<file path="src/rtl/core/rme_pkg.sv">
// shared types and codes for the modular exponentiation core
// no dependencies; used by rme_mulmod and rsa_modular_exponentiation_core
package rme_pkg;

    // sequencer states of the exponentiation loop
    typedef enum logic [2:0] {
        ST_IDLE,
        ST_REDUCE,
        ST_SQUARE,
        ST_MULT,
        ST_FINISH
    } state_t;

    // opcode carried in the input tuser
    localparam logic OP_ENCRYPT = 1'b0;
    localparam logic OP_DECRYPT = 1'b1;

    // register indexes on the apb port
    localparam logic [1:0] REG_MODULUS     = 2'd0;
    localparam logic [1:0] REG_PUBLIC_EXP  = 2'd1;
    localparam logic [1:0] REG_PRIVATE_EXP = 2'd2;

    // status of the serial modular multiplier
    typedef struct packed {
        logic busy;
        logic done;
    } mm_stat_t;

endpackage

</file>
<file path="src/rtl/core/rsa_modular_exponentiation_core.sv">
// modular exponentiation core: value_in ^ exponent mod modulus, square-and-multiply
// depends on rme_pkg and rme_mulmod
//
//  channel   | ports          | payload (low bit up)
//  ----------+----------------+----------------------------------------
//  input     | s_tvalid/ready | tdata: value_in; tuser: opcode
//  result    | m_tvalid/ready | tdata: value_out; tuser: modulus_error
//  config    | apb psel..     | modulus, public_exponent, private_exponent
//
// each item runs the bit-serial multiplier (WIDTH steps per product) once to reduce the value,
// then once per square and once per set exponent bit.
// a zero modulus skips the multiplier and goes straight to the finish state for its error beat.
// reset is synchronous, active low, and sets all three registers to 1.
// a new beat is taken as soon as the sequencer is idle, even while the last
// result still waits in the output register; a second waiting result stalls the sequencer.
module rsa_modular_exponentiation_core #(
    parameter int WIDTH = 32,
    localparam int APB_DW   = (WIDTH > 32) ? 64 : 32,
    localparam int STRIDE_L = (WIDTH > 32) ? 3 : 2,
    localparam int ADDR_W   = $clog2(3 * (1 << STRIDE_L)),
    localparam int DATA_W   = ((WIDTH + 7) / 8) * 8
) (
    input  logic                          aclk,
    input  logic                          aresetn,
    // apb configuration port
    input  logic                          psel,
    input  logic                          penable,
    input  logic                          pwrite,
    input  logic [ADDR_W-1:0]             paddr,
    input  logic [APB_DW-1:0]             pwdata,
    output logic [APB_DW-1:0]             prdata,
    output logic                          pready,
    // input stream
    input  logic                          s_tvalid,
    output logic                          s_tready,
    input  logic [DATA_W-1:0]             s_tdata,   // value_in
    input  logic                          s_tuser,   // opcode
    // result stream
    output logic                          m_tvalid,
    input  logic                          m_tready,
    output logic [DATA_W-1:0]             m_tdata,   // value_out
    output logic                          m_tuser    // modulus_error
);

    localparam int CW       = $clog2(WIDTH);

    rme_pkg::state_t state_reg;
    rme_pkg::state_t state_next;

    logic [WIDTH-1:0] modulus_reg;
    logic [WIDTH-1:0] pub_exp_reg;
    logic [WIDTH-1:0] priv_exp_reg;
    logic [WIDTH-1:0] exp_reg;
    logic [WIDTH-1:0] base_reg;
    logic [WIDTH-1:0] acc_reg;
    logic [CW-1:0]    bit_cnt_reg;
    logic             err_reg;
    logic             m_valid_reg;
    logic [WIDTH-1:0] m_value_reg;
    logic             m_err_reg;

    logic [1:0]       reg_idx;
    logic             cfg_write;
    logic             s_accept;
    logic             out_load;
    logic             last_bit;
    logic [WIDTH-1:0] one_mod;
    logic [WIDTH-1:0] value_in;

    logic              mm_start;
    logic [WIDTH-1:0]  mm_a;
    logic [WIDTH-1:0]  mm_b;
    rme_pkg::mm_stat_t mm_stat;
    logic [WIDTH-1:0]  mm_result;

    assign value_in = s_tdata[WIDTH-1:0];
    assign reg_idx  = paddr[ADDR_W-1:STRIDE_L];
    assign cfg_write = psel && penable && pwrite && pready;
    assign pready   = 1'b1;
    assign s_accept = s_tvalid && s_tready;
    assign last_bit = (bit_cnt_reg == '0);
    // 1 mod n, which is 0 when n is 1
    assign one_mod  = {{(WIDTH-1){1'b0}}, (modulus_reg != {{(WIDTH-1){1'b0}}, 1'b1})};

    // register read mux
    always_comb begin
        unique case (reg_idx)
            rme_pkg::REG_MODULUS:     prdata = APB_DW'(modulus_reg);
            rme_pkg::REG_PUBLIC_EXP:  prdata = APB_DW'(pub_exp_reg);
            rme_pkg::REG_PRIVATE_EXP: prdata = APB_DW'(priv_exp_reg);
            default:                  prdata = '0;
        endcase
    end

    // register writes
    always_ff @(posedge aclk) begin
        if (!aresetn) begin
            modulus_reg  <= {{(WIDTH-1){1'b0}}, 1'b1};
            pub_exp_reg  <= {{(WIDTH-1){1'b0}}, 1'b1};
            priv_exp_reg <= {{(WIDTH-1){1'b0}}, 1'b1};
        end else if (cfg_write) begin
            unique case (reg_idx)
                rme_pkg::REG_MODULUS:     modulus_reg  <= pwdata[WIDTH-1:0];
                rme_pkg::REG_PUBLIC_EXP:  pub_exp_reg  <= pwdata[WIDTH-1:0];
                rme_pkg::REG_PRIVATE_EXP: priv_exp_reg <= pwdata[WIDTH-1:0];
                default: ;
            endcase
        end
    end

    // next state
    always_comb begin
        state_next = state_reg;
        unique case (state_reg)
            rme_pkg::ST_IDLE: begin
                if (s_accept) begin
                    state_next = (modulus_reg == '0) ? rme_pkg::ST_FINISH
                                                      : rme_pkg::ST_REDUCE;
                end
            end
            rme_pkg::ST_REDUCE: begin
                if (mm_stat.done) begin
                    state_next = rme_pkg::ST_SQUARE;
                end
            end
            rme_pkg::ST_SQUARE: begin
                if (mm_stat.done) begin
                    if (exp_reg[WIDTH-1]) begin
                        state_next = rme_pkg::ST_MULT;
                    end else if (last_bit) begin
                        state_next = rme_pkg::ST_FINISH;
                    end
                end
            end
            rme_pkg::ST_MULT: begin
                if (mm_stat.done) begin
                    state_next = last_bit ? rme_pkg::ST_FINISH : rme_pkg::ST_SQUARE;
                end
            end
            rme_pkg::ST_FINISH: begin
                if (out_load) begin
                    state_next = rme_pkg::ST_IDLE;
                end
            end
            default: state_next = rme_pkg::ST_IDLE;
        endcase
    end

    // sequencer outputs: multiplier launch and operands, handshakes
    always_comb begin
        mm_start = 1'b0;
        mm_a     = mm_result;
        mm_b     = mm_result;
        s_tready = 1'b0;
        out_load = 1'b0;
        unique case (state_reg)
            rme_pkg::ST_IDLE: begin
                s_tready = 1'b1;
                mm_a     = one_mod;
                mm_b     = value_in;
                mm_start = s_accept && (modulus_reg != '0);
            end
            rme_pkg::ST_REDUCE: begin
                mm_a     = acc_reg;
                mm_b     = acc_reg;
                mm_start = mm_stat.done;
            end
            rme_pkg::ST_SQUARE: begin
                if (exp_reg[WIDTH-1]) begin
                    mm_b = base_reg;
                end
                mm_start = mm_stat.done && (exp_reg[WIDTH-1] || !last_bit);
            end
            rme_pkg::ST_MULT: begin
                mm_start = mm_stat.done && !last_bit;
            end
            rme_pkg::ST_FINISH: begin
                out_load = !m_valid_reg || m_tready;
            end
            default: ;
        endcase
    end

    // sequencer state and output valid
    always_ff @(posedge aclk) begin
        if (!aresetn) begin
            state_reg   <= rme_pkg::ST_IDLE;
            m_valid_reg <= 1'b0;
        end else begin
            state_reg <= state_next;
            if (out_load) begin
                m_valid_reg <= 1'b1;
            end else if (m_tready) begin
                m_valid_reg <= 1'b0;
            end
        end
    end

    // exponent shift register, bit counter and accumulator
    always_ff @(posedge aclk) begin
        unique case (state_reg)
            rme_pkg::ST_IDLE: begin
                if (s_accept) begin
                    exp_reg     <= (s_tuser == rme_pkg::OP_DECRYPT) ? priv_exp_reg
                                                                    : pub_exp_reg;
                    err_reg     <= (modulus_reg == '0);
                    acc_reg     <= one_mod;
                    bit_cnt_reg <= CW'(WIDTH - 1);
                end
            end
            rme_pkg::ST_REDUCE: begin
                if (mm_stat.done) begin
                    base_reg <= mm_result;
                end
            end
            rme_pkg::ST_SQUARE: begin
                if (mm_stat.done) begin
                    acc_reg <= mm_result;
                    if (!exp_reg[WIDTH-1]) begin
                        exp_reg     <= {exp_reg[WIDTH-2:0], 1'b0};
                        bit_cnt_reg <= bit_cnt_reg - 1'b1;
                    end
                end
            end
            rme_pkg::ST_MULT: begin
                if (mm_stat.done) begin
                    acc_reg     <= mm_result;
                    exp_reg     <= {exp_reg[WIDTH-2:0], 1'b0};
                    bit_cnt_reg <= bit_cnt_reg - 1'b1;
                end
            end
            default: ;
        endcase
    end

    // output register payload
    always_ff @(posedge aclk) begin
        if (out_load) begin
            m_value_reg <= err_reg ? '0 : acc_reg;
            m_err_reg   <= err_reg;
        end
    end

    rme_mulmod #(
        .WIDTH (WIDTH)
    ) u_mulmod (
        .aclk    (aclk),
        .aresetn (aresetn),
        .start   (mm_start),
        .a       (mm_a),
        .b       (mm_b),
        .n       (modulus_reg),
        .stat    (mm_stat),
        .result  (mm_result)
    );

    assign m_tvalid = m_valid_reg;
    assign m_tdata  = DATA_W'(m_value_reg);
    assign m_tuser  = m_err_reg;

endmodule

</file>
<file path="src/rtl/core/rme_mulmod.sv">
// bit-serial modular multiplier: result = a * b mod n by add-and-double
// one multiplier bit per cycle, msb first; depends on rme_pkg
module rme_mulmod #(
    parameter int WIDTH = 32
) (
    input  logic               aclk,
    input  logic               aresetn,
    input  logic               start,
    input  logic [WIDTH-1:0]   a,
    input  logic [WIDTH-1:0]   b,
    input  logic [WIDTH-1:0]   n,
    output rme_pkg::mm_stat_t  stat,
    output logic [WIDTH-1:0]   result
);

    localparam int CW = $clog2(WIDTH);

    logic            busy_reg;
    logic            done_reg;
    logic [CW-1:0]   cnt_reg;
    logic [WIDTH-1:0] a_reg;
    logic [WIDTH-1:0] b_reg;
    logic [WIDTH-1:0] r_reg;
    logic [WIDTH-1:0] r_next;

    logic [WIDTH-1:0] a_sel;
    logic [WIDTH+1:0] t_sum;
    logic [WIDTH+1:0] n_one;
    logic [WIDTH+1:0] n_two;
    logic [WIDTH+1:0] t_minus_one;
    logic [WIDTH+1:0] t_minus_two;

    // one step: 2r + bit*a stays below 3n, so pick among t, t-n, t-2n
    always_comb begin
        a_sel       = b_reg[WIDTH-1] ? a_reg : '0;
        t_sum       = {1'b0, r_reg, 1'b0} + {2'b00, a_sel};
        n_one       = {2'b00, n};
        n_two       = {1'b0, n, 1'b0};
        t_minus_one = t_sum - n_one;
        t_minus_two = t_sum - n_two;
        if (t_sum >= n_two) begin
            r_next = t_minus_two[WIDTH-1:0];
        end else if (t_sum >= n_one) begin
            r_next = t_minus_one[WIDTH-1:0];
        end else begin
            r_next = t_sum[WIDTH-1:0];
        end
    end

    // control: step counter and busy/done flags
    always_ff @(posedge aclk) begin
        if (!aresetn) begin
            busy_reg <= 1'b0;
            done_reg <= 1'b0;
            cnt_reg  <= '0;
        end else begin
            done_reg <= busy_reg && (cnt_reg == '0);
            if (start) begin
                busy_reg <= 1'b1;
                cnt_reg  <= CW'(WIDTH - 1);
            end else if (busy_reg) begin
                cnt_reg <= cnt_reg - 1'b1;
                if (cnt_reg == '0) begin
                    busy_reg <= 1'b0;
                end
            end
        end
    end

    // operands and accumulator; multiplier bits shift out msb first
    always_ff @(posedge aclk) begin
        if (start) begin
            a_reg <= a;
            b_reg <= b;
            r_reg <= '0;
        end else if (busy_reg) begin
            b_reg <= {b_reg[WIDTH-2:0], 1'b0};
            r_reg <= r_next;
        end
    end

    assign stat.busy = busy_reg;
    assign stat.done = done_reg;
    assign result    = r_reg;

endmodule

</file>
<file path="config.mk">
export PLATFORM = sky130hd
export DESIGN_NAME = rsa_modular_exponentiation_core
export DESIGN_NICKNAME = d
export VERILOG_FILES = /design/src/rtl/core/rme_pkg.sv /design/src/rtl/core/rsa_modular_exponentiation_core.sv /design/src/rtl/core/rme_mulmod.sv
export SDC_FILE = /design/constraint.sdc
export NUM_CORES = 1
export LEC_CHECK = 0
export BUFFER_PORTS_ARGS = -buffer_cell sky130_fd_sc_hd__buf_2
export CORE_ASPECT_RATIO = 1.5
export CORE_MARGIN = 3
export CORE_UTILIZATION = 40
export DETAILED_ROUTE_END_ITERATION = 6
export HOLD_SLACK_MARGIN = 0.1
export PLACE_DENSITY = 0.61
export SLEW_MARGIN = 20
export SYNTH_ARGS = -nofsm -noshare
export SYNTH_HDL_FRONTEND = slang
export SYNTH_HIERARCHICAL = 1
export SYNTH_SLANG_ARGS = --single-unit
</file>
<file path="constraint.sdc">
create_clock -name aclk -period 6.1 [get_ports aclk]
set_input_delay 1.22 -clock aclk [delete_from_list [all_inputs] [get_ports aclk]]
set_output_delay 1.22 -clock aclk [all_outputs]
set_load 0.005 [all_outputs]
</file>
==> results of run 1 <==
## critical path: stages (launching register included)
cell	delay [ns]
edfxtp_1	0.35
buf_4	0.29
nand2_1	0.15
fa_1	0.44
nand2b_1	0.18
a211o_1	0.30
a21oi_2	0.22
o21ai_2	0.12
o31a_1	0.35
a21boi_0	0.22
nor2_1	0.08
xnor2_1	0.14
buf_4	0.16
ha_1	0.28
a21o_1	0.18
a21o_1	0.19
a21o_1	0.19
a21o_1	0.17
a221o_1	0.37
a211o_2	0.44
o21ai_2	0.28
mux2_1	0.39
a211oi_2	0.21
## area by class of cell
cell class	instances	area share, %
multi-input combinational	1595	47.7
sequential	338	38.1
timing repair buffer	181	4.51
clock buffer	47	4.32
tap	669	3.64
inverter	66	1.08
clock inverter	16	0.653
antenna	3	0.0326
## report_power, final
| group | internal, mW | leakage, nW | switching, mW |
|---|---|---|---|
| Sequential | 2.79 | 3.03 | 0.237 |
| Clock | 1.24 | 0.545 | 0.944 |
| Combinational | 2.71 | 5.12 | 4.02 |
## per-layer routing
layer	vias up	global-route usage, %	part of all wire [%]
li1	7961	-	-
met1	7949	26.8	43
met2	415	38.2	50
met3	106	2.71	4.3
met4	0	7.53	3.2
met5	-	0	0
## placed cells by master, fill, tap and decap left out, types with 64 or more instances in the layout
cell type and count:
nand2_1 333, edfxtp_1 199, buf_2 140, dfxtp_1 139
o21ai_0 136, a21oi_1 115, ha_1 99, and2_1 72
mux2i_1 69, a22o_1 66, inv_1 64
## worst paths after layout
check,endpoint,slack (ns),cells past startpoint
worst max-delay path,u_mulmod/result[0]$_SDFFE_PP0P_,0.32,22
worst min-delay path,pub_exp_reg[26]$_SDFFE_PN0P_,0.47,2
worst max register to register,u_mulmod/result[0]$_SDFFE_PP0P_,0.32,22
worst min register to register,pub_exp_reg[26]$_SDFFE_PN0P_,0.47,2
==> run summary, run 1 <==
DRT Pass-1 Iters = 5
Core area = 50,700 um^2
Final TNS setup = 0 ns
Post-CTS sizing = 0
Syn Nets = 2,294
Total Power = 11.9 mW
Placed Area = 21,800 um^2
Leakage power figure = 8.69 nW
Placed Cells = 2,849
Worst VDD drop = 0.299 mV
Initial DRC count = 1,025
Number of routed nets with antenna violations = 0
Die footprint = 54,100 um^2
Fmax achieved = 173 MHz
Pre-CTS setup slack = 0.284 ns
Total Routed Length = 59.5 mm
RSZ-0062 raised after global routing = no
Fin util = 45.4%
Setup bufs post-CTS = 0
Die Y = 283 um
TritonCTS Sinks = 338
Clock Skew = 0.0253 ns
# IOs = 144
Clk_lat worst skew = 0.54 ns
Nets = 2,395
Antenna violations before repair = 3
Vias in the first global route = 16,688
Area growth syn-to-layout = 12.2%
FF/Latch Area = 8760 um^2
CP Max Fanout = 31
Initial core utilization = 40.5%
Tightest Pin Transition = 1.07 ns
Clk buf depth = 3
Status = finished clean
Root buffer cell = clkbuf_16
Final WS setup = 0.317 ns
Die width = 191 um
Synth Warn # = 6
Worst Setup End Kind = register
Hold buffer count at CTS = 0
Worst setup path startpoint = u_mulmod/b_reg[31]$_DFFE_PP_
Total GRT Usage = 21.6%
Largest net degree at the start of global routing = 109
Hold Crit Start = pub_exp_reg[26]$_SDFFE_PN0P_
CTS tree = yes
Area of the multi-input gates = 11,000 um^2
CP Data Arrival Time = 6.24 ns
Hold Vio Cnt, Final = 0
Synth Instances = 2,116
Worst hold margin = 0.469 ns
H-tree levels = 2
Critical Path RT = 6.56 ns
Fin area = 23,000 um^2
Fillers = 4,838
Max-slew violations = 0
Worst Hold Class = reg -> reg
Worst setup SP type = register
Total CTS buffers = 35
Total grt overflow = 0
Syn_area_per_cell = 9.69 um^2
First-pass GRT wire length = 93.4 mm
Relative slew margins = 28.7%
Input/output buffers = 140
Worst reg2reg startpoint = u_mulmod/b_reg[31]$_DFFE_PP_
Via Count = 16,431
Max_cap viols = 0
Crit path kind = reg -> reg
Final period utilization = 94.8%
WL per Instance = 20.4 um
Minimum clock period = 5.78 ns
Synthesized area = 20,500 um^2
Share of layout cells above drive strength 1 = 14.4%
Gpl congestion = 0.911
Drc violations = 0
Final setup viols = 0
# rows = 101
PwrDens = 519 nW/um^2
DPL Wire Length = 42.9 mm
Finished Layout Cells = 2,915
Clock-pin slew of the registers on the worst-case setup and hold paths = 0.07 ns
Vias per cell = 5.64
Note: power is estimated with default switching activity, not from simulation.
==> inputs of run 2 (changes only) <==
--- a/config.mk
+++ b/config.mk
@@ -5,6 +5,7 @@
 export SDC_FILE = /design/constraint.sdc
 export NUM_CORES = 1
 export LEC_CHECK = 0
+export ABC_AREA = 1
 export BUFFER_PORTS_ARGS = -buffer_cell sky130_fd_sc_hd__buf_2
 export CORE_ASPECT_RATIO = 1.5
 export CORE_MARGIN = 3
==> run summary, run 2 <==
Status = finished clean
Clock-pin slew of the registers on the worst-case setup and hold paths = 0.06 ns
Most frequent cells in the layout = nand2_1, inv_1, nor2_1
Synth Warn # = 6
DRT Pass-1 Iters = 6
# IOs = 144
Clock Skew = 0.0146 ns
Worst setup SP type = register
Vias per cell = 5.34
Fillers = 5,459
DPL Wire Length = 56.8 mm
FF/Latch Area = 8760 um^2
Crit path kind = reg -> reg
Worst reg2reg startpoint = u_mulmod/b_reg[31]$_DFFE_PP_
Final TNS setup = 0 ns
N_diodes = 0
Number of routed nets with antenna violations = 0
Minimum clock period = 5.50 ns
Hold Vio Cnt, Final = 0
Worst setup path startpoint = u_mulmod/b_reg[31]$_DFFE_PP_
Vias in the first global route = 19,997
Synth Instances = 2,912
Clk buf depth = 3
Post-CTS sizing = 0
CTS tree = yes
CP Max Fanout = 35
Die footprint = 56,400 um^2
WL per Instance = 19.6 um
Setup bufs post-CTS = 0
Path depth of the worst reg2reg path = 26
Final period utilization = 90.2%
First-pass GRT wire length = 113 mm
Core area = 52,800 um^2
Total GRT Usage = 25.4%
Relative slew margins = 28.8%
Worst Setup End Kind = register
Total grt overflow = 0
# rows = 103
Fmax achieved = 182 MHz
Input/output buffers = 140
Max_cap viols = 0
Nets = 3,204
Die width = 195 um
TritonCTS Sinks = 338
R2r setup slk = 0.60 ns
Critical Path RT = 6.59 ns
Syn_area_per_cell = 7.35 um^2
Max-slew violations = 0
Largest net degree at the start of global routing = 69
Area growth syn-to-layout = 12.4%
Synthesized area = 21,400 um^2
Antenna violations before repair = 0
Worst hold margin = 0.477 ns
Total CTS buffers = 36
Hold buffer count at CTS = 0
Worst Hold Class = reg -> reg
Share of layout cells above drive strength 1 = 9.89%
Syn Nets = 3,090
Gpl congestion = 0.952
Initial core utilization = 40.5%
Drc violations = 0
Die Y = 289 um
RR Endpoint = u_mulmod/result[1]$_SDFFE_PP0P_
Clk_lat worst skew = 0.56 ns
Total Routed Length = 73.3 mm
Tightest Pin Transition = 1.07 ns
Most common cell after layout, fill and taps aside = nand2_1
Final setup viols = 0
CP endpoint = u_mulmod/result[1]$_SDFFE_PP0P_
H-tree levels = 2
Area of the multi-input gates = 10,600 um^2
Initial DRC count = 1,454
CP Data Arrival Time = 5.99 ns
Root buffer cell = clkbuf_16
RSZ-0062 raised after global routing = no
Via Count = 19,952
run 2: through the flow:
| step | cells | area [um^2] | setup slack, ns | util [%] |
|---|---|---|---|---|
| 6_report | 3736 | 24000 | 0.599 | 45.5 |
| 4_1_cts | 3735 | 24000 | 0.593 | 45.5 |
| 5_1_grt | 3736 | 24000 | 0.185 | 45.5 |
| 2_1_floorplan | 2912 | 21400 | 0.664 | - |
| 3_5_place_dp | 3669 | 22800 | 0.626 | 43.2 |
| 3_3_place_gp | 3669 | 22800 | 0.529 | 43.2 |
run 2: worst min path at each step:
stage                                      start                      endpoint  slack (ns)  cells after the start
floorplan           pub_exp_reg[31]$_SDFFE_PN0P_  pub_exp_reg[31]$_SDFFE_PN0P_        0.44                      2
global placement     pub_exp_reg[8]$_SDFFE_PN0P_   pub_exp_reg[8]$_SDFFE_PN0P_        0.46                      2
detailed placement   pub_exp_reg[6]$_SDFFE_PN0P_   pub_exp_reg[6]$_SDFFE_PN0P_        0.47                      2
CTS                  pub_exp_reg[6]$_SDFFE_PN0P_   pub_exp_reg[6]$_SDFFE_PN0P_        0.48                      2
global route        pub_exp_reg[14]$_SDFFE_PN0P_  pub_exp_reg[14]$_SDFFE_PN0P_        0.51                      2
finish              pub_exp_reg[12]$_SDFFE_PN0P_  pub_exp_reg[12]$_SDFFE_PN0P_        0.48                      2
run 2: layout make-up:
class                           instances  area share (%)
Sequential cell                       338            36.4
Clock inverter                         22           0.973
Tap cell                              682            3.55
Multi-Input combinational cell       2056            44.2
Inverter                              411            6.43
Timing Repair Buffer                  183            4.44
Clock buffer                           44            3.96
run 2: critical path: stages, from the launching register on:
cell and delay (ns):
edfxtp_1 0.62, buf_4 0.29, nand2_1 0.07, inv_1 0.04
ha_1 0.41, nand2_1 0.12, nor2_1 0.15, inv_1 0.09
nor3_1 0.37, nand3_1 0.26, nand2_1 0.12, nand2_1 0.05
nand2_1 0.10, inv_1 0.11, ha_1 0.37, nand2_1 0.08
inv_1 0.26, nand3_1 0.11, nor2_1 0.24, nand2_1 0.20
o21a_1 0.29, nand4_2 0.39, buf_12 0.26, nand2_1 0.10
o21ai_2 0.06, nand2_1 0.07, a21oi_2 0.14
run 2: layer usage:
metal  vias to the layer above  global-route usage, %  routed length [um]
met5                         -                      0                   0
met4                         0                   10.9                3480
met3                       140                   2.49                2780
met2                       540                   48.2               38000
met1                      9428                   29.0               29000
li1                       9844                      -                   -
Power of run 2 is not shown: default switching activity piles up to over one toggle a cycle in this logic, so the estimate is an artifact.
